===== src/design/gcr_pkg.sv =====
`timescale 1ns / 1ps
// ----------------------------------------------------------------------------
// gcr_pkg
// Shared types and constants for the grid ray caster.
// ----------------------------------------------------------------------------
package gcr_pkg;

    localparam int MAP_SIDE_DEFAULT = 32;
    localparam int CELL_BITS        = 6;
    localparam int CELL_UNITS       = 64;
    localparam int CELL_MASK        = 63;
    localparam int WALL_LIMIT       = 127;
    localparam int CELL_W           = 8;

    // world coordinate while walking, input position, trig width
    localparam int COORD_W = 20;
    localparam int POS_W   = 16;
    localparam int TRIG_W  = 18;
    localparam int STEP_W  = 8;
    localparam int PROD_W  = STEP_W + TRIG_W;
    // dividend: travel (COORD_W+1 bits) shifted left by 16
    localparam int DVD_W   = COORD_W + 1 + 16;
    localparam int DIST_W  = 31;

    localparam logic [DIST_W-1:0] NO_HIT_DIST = 31'h7FFF_FFFF;

    localparam logic CMD_WRITE = 1'b0;
    localparam logic CMD_CAST  = 1'b1;

    localparam logic [1:0] FACE_EAST  = 2'd0;
    localparam logic [1:0] FACE_NORTH = 2'd1;
    localparam logic [1:0] FACE_WEST  = 2'd2;
    localparam logic [1:0] FACE_SOUTH = 2'd3;

    typedef enum logic [2:0] {
        ST_IDLE,
        ST_MUL,
        ST_CMP,
        ST_DIV,
        ST_RD,
        ST_CHK,
        ST_DDIV
    } t_state;

endpackage


===== src/design/gcr_div.sv =====
`timescale 1ns / 1ps
// ----------------------------------------------------------------------------
// gcr_div
// Signed divider, truncating toward zero, one quotient bit per cycle.
// ----------------------------------------------------------------------------
module gcr_div (
    input  logic                              i_clk,
    input  logic                              i_rst_n,
    input  logic                              i_start,
    input  logic signed [gcr_pkg::DVD_W-1:0]  i_dividend,
    input  logic signed [gcr_pkg::TRIG_W-1:0] i_divisor,
    output logic                              o_done,
    output logic signed [gcr_pkg::DVD_W-1:0]  o_quot
);
    import gcr_pkg::*;

    localparam int CNT_W = $clog2(DVD_W);

    logic              r_run, r_done, r_neg;
    logic [CNT_W-1:0]  r_cnt;
    logic [DVD_W-1:0]  r_q;
    logic [TRIG_W-1:0] r_rem, r_dmag;
    logic [TRIG_W:0]   trial;
    logic              fits;

    assign trial = {r_rem, r_q[DVD_W-1]};
    assign fits  = trial >= {1'b0, r_dmag};

    always_ff @(posedge i_clk) begin
        if (!i_rst_n) begin
            r_run  <= 1'b0;
            r_done <= 1'b0;
        end else begin
            r_done <= 1'b0;
            if (i_start) begin
                r_run <= 1'b1;
                r_cnt <= CNT_W'(DVD_W - 1);
                r_q   <= i_dividend[DVD_W-1] ? DVD_W'(-i_dividend) : i_dividend;
                r_dmag <= i_divisor[TRIG_W-1] ? TRIG_W'(-i_divisor) : i_divisor;
                r_neg <= i_dividend[DVD_W-1] ^ i_divisor[TRIG_W-1];
                r_rem <= '0;
            end else if (r_run) begin
                r_rem <= fits ? TRIG_W'(trial - {1'b0, r_dmag}) : trial[TRIG_W-1:0];
                r_q   <= {r_q[DVD_W-2:0], fits};
                r_cnt <= r_cnt - 1'b1;
                if (r_cnt == '0) begin
                    r_run  <= 1'b0;
                    r_done <= 1'b1;
                end
            end
        end
    end

    assign o_done = r_done;
    assign o_quot = r_neg ? -$signed(r_q) : $signed(r_q);

    a_done_after_run: assert property (@(posedge i_clk) disable iff (!i_rst_n)
        o_done |-> $past(r_run))
        else $error("divider done without a run");
    a_start_runs: assert property (@(posedge i_clk) disable iff (!i_rst_n)
        i_start |=> r_run)
        else $error("divider did not start");
    a_no_done_while_run: assert property (@(posedge i_clk) disable iff (!i_rst_n)
        r_run |-> !o_done)
        else $error("divider done while running");
endmodule


===== config.mk =====
export PLATFORM = sky130hd
export DESIGN_NAME = gcr_div
export DESIGN_NICKNAME = d
export VERILOG_FILES = /design/src/design/gcr_pkg.sv /design/src/design/gcr_div.sv
export SDC_FILE = /design/constraint.sdc
export NUM_CORES = 1
export LEC_CHECK = 0
export BUFFER_PORTS_ARGS = -buffer_cell sky130_fd_sc_hd__buf_2
export CAP_MARGIN = 20
export CORE_AREA = 2 2 108 110
export DETAILED_ROUTE_END_ITERATION = 8
export DIE_AREA = 0 0 110 112
export HOLD_SLACK_MARGIN = 0.12
export PLACE_DENSITY = 0.83
export SYNTH_ARGS = -nofsm -noshare
export SYNTH_HDL_FRONTEND = slang
export SYNTH_SLANG_ARGS = --single-unit

===== constraint.sdc =====
create_clock -name i_clk -period 3.75 [get_ports i_clk]
set_clock_uncertainty 0.2 [all_clocks]
set_input_delay 0.1875 -clock i_clk [delete_from_list [all_inputs] [get_ports i_clk]]
set_output_delay 0.1875 -clock i_clk [all_outputs]
set_load 0.005 [all_outputs]

==> results.md, run 1 <==
- Nets: roughly 870
- Synth Register Bits: between 80 and 90
- Worst skew pair latency: around 0.35 ns
- Register area share after synthesis: between 40% and 50%
- Routed Antenna Nets: 0
- Crit path max fanout: 6
- Vias in the first global route: 5372
- Starting Density: between 50% and 60%
- CP arrival: roughly 3.3 ns
- CTS tree: yes
- Required @ worst endpoint: 3.36 ns
- Async SR Flop Fraction: 0%
- Final worst path period share: 97.4%
- Synth-to-layout area growth: 24.0%
- Hold Crit Class: in2reg
- Detailed Place HPWL: 10400 um
- Drt wl/cell: 16.9 um
- Router iterations before antenna repair: 5
- PD cells: about 370 nW/um^2
- Max cap viols: 0
- Ys Warns: 0
- Min cycle time layout: between 3 and 4 ns
- Worst Setup Path Type: reg2out
- First-pass GRT wire length: roughly 26000 um
- Post-Syn Area: 6040 um^2
- Final hold violation count: 0
- IO buf count: 95
- Reg2Reg Depth: 8
- Total setup buffers inserted after CTS: 0
- Worst VDD drop: between 0.2 and 0.25 mV
- Post-Syn Instances: about 650
- Max Fclk: approximately 270 MHz
- Post-synth top area cell: edfxtp_1
- Crit. End Element: primary output
- Crit start category: register
- Share of the synthesized area in the top cell type: about 40%
- 1st-iter DRT viols: 562
- Max clock buf depth: 2
- Core area: around 11000 um^2
- Clock slew at reported path FFs: 0.05 ns
- Syn_area_per_cell: around 9.4 um^2
- CP endpoint: o_quot[33]
- Run status: completed
- CTS Buf Count: 9
- Finish-stage setup viols: 0
- Initial antenna violation count: 1
- Root cell of the clock tree: clkbuf_16
- GRT Total Usage: between 20% and 30%
- Die width: 110 um
- Synthesized Nets: a little over 700
- Die ar.: 12300 um^2
- Synth top area cells: edfxtp_1 40%, xnor2_1 8.8%, xor2_1 5.8%
- R2R Setup Slk: 0.52 ns
- Clk sink count: between 80 and 90
- EDFF count, synth: 80
- Share of layout cells above drive strength 1: ~18%
- Reg2reg end: r_rem[0]
- Worst Setup SP: r_q[2]
- CTS H-tree depth: 3
- Vias: between 5000 and 6000
- GR Overflow Total: 0
- Max-slew headroom: between 30% and 40%
- Worst reg2reg path startpoint: r_rem[3]
- Vias/cell: just under 6
- Lkg Pwr: 2.90 nW
- Most frequent cells in the layout: 95 x buf_2, 80 x edfxtp_1, 61 x xnor2_1
- Total power: 2.77 mW
- Unrepaired setup endpoints after global routing: no
- Most used DFF post-synth: edfxtp_1
- Most common cell after layout, fill and taps aside: buf_2
- Largest net degree at the start of global routing: 60
- Max Slew Vio Count: 0
- Final WL: about 16000 um
- Die Height: around 110 um
- Placement row count: 39
- Filler Cell Count: between 800 and 900
- Gpl congestion: just over 0.9
- IO Pins: 96
- Final TNS setup: 0 ns
- Yosys cell types: 56
- Slew @ Worst Pin: roughly 1.0 ns
- Drt drc: 0
## critical path: stages (launching register included)
cell and delay (ns):
edfxtp_1 0.43, or3_4 0.42, or3_4 0.40, or2_2 0.35, or4_1 0.60, o31ai_1 0.40, xnor2_1 0.17, buf_2 0.14
## registers in the layout, summed over array words and instances (netlist names)
signal / flops
o_done: 1
r_cnt: 6
r_dmag: 18
r_neg: 1
r_q: 37
r_rem: 18
r_run: 1
## per-layer routing
metal / global-route usage, % / share of wire, %
met3: 3.81 / 6.4
met2: 44.2 / 49
met5: 0 / 0
met4: 10.4 / 3.3
met1: 33.7 / 41
## area by class of cell
cell class	instances	area [um^2]	share of cell area, %
repair buffers	157	1100	14.7
well taps	143	179	2.39
clock buffers	10	229	3.06
clock inverters	6	33.8	0.451
flip-flops and latches	82	2440	32.6
multi-input cells	502	3390	45.2
diodes	2	5.00	0.0668
inverters	31	116	1.55
## timing repair
| item | CTS | global route |
|---|---|---|
| hold buffers | 55 | 0 |
| gates resized for setup | 0 | 2 |
| endpoints found under the hold margin | 50 | 0 |
| setup endpoints to repair | 0 | 5 |
## synthesized netlist by cell type, types with 2 or more instances
master / n
mux2i_1: 2
o41ai_2: 3
nand3b_1: 3
or4_4: 3
or2_1: 3
o21ai_0: 44
o21a_1: 4
nand2b_1: 5
xor2_1: 40
buf_2: 2
and3_1: 6
nor4_1: 6
nor2_1: 57
nor3_1: 10
inv_1: 31
o2bb2ai_1: 3
o31ai_1: 26
clkbuf_1: 27
a211oi_1: 7
o41ai_1: 10
or4_1: 9
or3_4: 2
a31oi_1: 3
o211ai_1: 2
nand3_1: 19
nand2_1: 45
xnor2_1: 61
dfxtp_1: 2
a21oi_1: 59
or3_1: 11
edfxtp_1: 80
nor2b_1: 3
or2_2: 6
a21o_1: 5
ha_1: 23
nand4_1: 3
## cell families after synthesis
| family | Yosys count | share of synthesized area (%) |
|---|---|---|
| flops | 82 | 40.4 |
| buf+inv | 61 | 3.89 |
| xor+xnor | 101 | 14.6 |
| mux | 2 | 0.331 |
| simple gates | 196 | 16.4 |
| compound gates | 179 | 19.3 |
| fa+ha+maj | 24 | 5.09 |
## through the flow
stage | cells | utilization, % | setup WS, ns | hold WS, ns | cell area (um^2)
final | 933 | 67.0 | 0.0974 | 0.121 | 7490
after floorplan | 645 | - | 0.829 | 0.0864 | 6040
after CTS | 930 | 66.6 | 0.114 | 0.125 | 7440
after global placement | 859 | 59.3 | 0.568 | 0.222 | 6630
after detailed placement | 859 | 59.3 | 0.456 | 0.229 | 6630
after global routing | 932 | 67.0 | 0.00775 | 0.149 | 7490
## worst min path at each step
stage | from | endpoint | cells past startpoint
finish | i_dividend[4] | r_q[4] | 3
global route | i_dividend[21] | r_q[21] | 3
CTS | i_dividend[4] | r_q[4] | 3
detailed placement | r_run | o_done | 2
global placement | r_run | o_done | 2
floorplan | i_divisor[0] | r_dmag[0] | 0
## power by group
| part | switching (mW) | internal [mW] | leakage (nW) |
|---|---|---|---|
| clock network | 0.366 | 0.444 | 0.136 |
| logic | 0.426 | 0.362 | 1.99 |
| registers | 0.0650 | 1.11 | 0.773 |
| total | 0.857 | 1.92 | 2.90 |
Power figures use the tool's default switching activity.
==> inputs of run 2 (changes only) <==
--- a/config.mk
+++ b/config.mk
@@ -12,6 +12,7 @@
 export DIE_AREA = 0 0 110 112
 export HOLD_SLACK_MARGIN = 0.12
 export PLACE_DENSITY = 0.83
+export RECOVER_POWER = 100
 export SYNTH_ARGS = -nofsm -noshare
 export SYNTH_HDL_FRONTEND = slang
 export SYNTH_SLANG_ARGS = --single-unit
==> run 2 against run 1 <==
Against the previous run: maximum frequency grew 1.0%; critical endpoint unchanged; highest routed layer unchanged; critical path type unchanged; the flow now finishes with violations (capacitance limit, slew limit); largest cell class unchanged; sequential cell count is the same; die area is the same; first-iteration DRC count grew 1.6%.
==> results.md, run 2 (same netlist as run 1, synthesis figures left out) <==
- Run status: finished, violations left
- Violated checks: capacitance limit, slew limit
- Hold_ws: 0.124 ns
- Worst Setup Path Type: reg2out
- Reg2reg end: r_rem[7]
- Total power: 2.76 mW
- CTS H-tree depth: 3
- IO buf count: 95
- Core area: 11200 um^2
- Critical-path top delay cell: or4_1
- Total setup buffers inserted after CTS: 0
- Worst Hold Path Cells: 3
- CP arrival: 3.23 ns
- Clock slew at reported path FFs: roughly 0.050 ns
- Hold path endpoint: r_q[4]
- Worst reg2reg path startpoint: r_rem[3]
- Min cycle time layout: 3.62 ns
- Synth-to-layout area growth: 22.3%
- Vias/cell: approximately 6
- CTS Buf Count: 9
- Crit. End Element: primary output
- Crit path largest cell delay: 0.58 ns
- Max clock buf depth: 2
- Drt wl/cell: 17.0 um
- Worst skew pair latency: between 0.3 and 0.4 ns
- Nets: just under 900
- GR Overflow Total: 0
- Unrepaired setup endpoints after global routing: no
- Reg2Reg Depth: 9
- Crit path cell chain: or3_4 > or3_4 > or2_2 > or4_1 > o31ai_1 > xnor2_1 > clkbuf_1
- GRT Total Usage: 26.3%
- Crit start category: register
- Hold Crit Class: in2reg
- Crit-path most repeated cell: or3_4
- Max Slew Vio Count: 79
- Vias: approximately 5600
- Slew @ Worst Pin: between 1.5 and 2 ns
- Router iterations before antenna repair: 5
- Min-delay src: i_dividend[4]
- Required @ worst endpoint: approximately 3.4 ns
- R2R Setup Slk: 0.40 ns
- Most common cell after layout, fill and taps aside: edfxtp_1
- Biggest regs: r_q (37), r_dmag (18), r_rem (18)
- PD cells: 374 nW/um^2
- Final worst path period share: between 90% and 100%
- Final WL: 15900 um
- Finish-stage setup viols: 0
- Crit path max fanout: 6
- Final TNS setup: 0 ns
- Filler Cell Count: 883
- Reg with most FFs: r_q
- Drt drc: 0
- Lkg Pwr: 2.77 nW
- Placement row count: 39
- Clk sink count: a little over 80
- Routed Antenna Nets: 0
- Gpl congestion: 0.920
- Worst VDD drop: between 0.2 and 0.25 mV
- Detailed Place HPWL: around 10000 um
- IO Pins: 96
- Max Fclk: between 200 and 300 MHz
- Max-slew headroom: -26.6%
- 1st-iter DRT viols: between 500 and 600
- Vias in the first global route: about 5400
- Share of layout cells above drive strength 1: between 10 and 15%
- Max cap viols: 2
- Starting Density: between 50% and 60%
- First-pass GRT wire length: 25600 um
- Die Height: between 100 and 150 um
- Die ar.: ~12000 um^2
- Initial antenna violation count: 1
- Die width: 110 um
- Most frequent cells in the layout: 80 x edfxtp_1, 61 x xnor2_1, 59 x a21oi_1
- Largest net degree at the start of global routing: 60
- Largest register FFs: 37
- Root cell of the clock tree: clkbuf_16
- CTS tree: yes
- Final hold violation count: 0
-- run 2: worst max-delay path by stage --
stage	start	end	slack, ns	cells after the start
CTS	r_q[9]	o_quot[34]	0.11	8
global route	r_q[4]	o_quot[34]	0.008	8
global placement	i_dividend[0]	r_q[26]	0.57	10
detailed placement	i_dividend[0]	r_q[24]	0.46	10
finish	r_q[2]	o_quot[33]	0.13	7
floorplan	r_q[2]	o_quot[29]	0.83	7
-- run 2: timing repair --
| action | 4_1_cts | 5_1_grt |
|---|---|---|
| hold buffers | 55 | 0 |
| endpoints found under the hold margin | 50 | 0 |
| resized for setup | 0 | 2 |
| setup endpoints to repair | 0 | 5 |
-- run 2: power by group --
group          internal (mW)  switching [mW]  leakage [nW]
combinational          0.349           0.427          1.86
clock                  0.444           0.369         0.136
sequential              1.11          0.0648         0.773
total                   1.90           0.861          2.77
-- run 2: worst max-delay path: cells and delay by family (launching register included) --
family | cells | cell delay (ns)
AOI/OAI and AO/OA | 1 | 0.39
xor gates and xnor gates | 1 | 0.17
buffers and inverters | 1 | 0.13
DFF | 1 | 0.43
and+or+nand+nor | 4 | 1.75
-- run 2: layout make-up --
| cell class | count | area (um^2) | area share [%] |
|---|---|---|---|
| multi-input combinational | 502 | 3340 | 45.2 |
| sequential | 82 | 2440 | 33.0 |
| timing repair buffer | 157 | 1050 | 14.2 |
| clock buffer | 10 | 229 | 3.10 |
| tap | 143 | 179 | 2.42 |
| inverter | 31 | 116 | 1.57 |
| clock inverter | 6 | 33.8 | 0.457 |
| antenna | 1 | 2.50 | 0.0339 |
-- run 2: through the flow --
stage          util [%]  area, um^2  instances  worst slack (ns)
3_3_place_gp       59.3        6630        859             0.568
6_report           66.2        7390        932             0.134
2_1_floorplan         -        6040        645             0.829
5_1_grt            66.2        7390        932           0.00775
3_5_place_dp       59.3        6630        859             0.456
4_1_cts            66.6        7440        930             0.114
-- run 2: layer usage --
metal / wire length, um / GRT usage [%]
met3: 1150 / 3.81
met5: 0 / 0
met2: 7810 / 44.2
met4: 481 / 10.4
met1: 6430 / 33.7
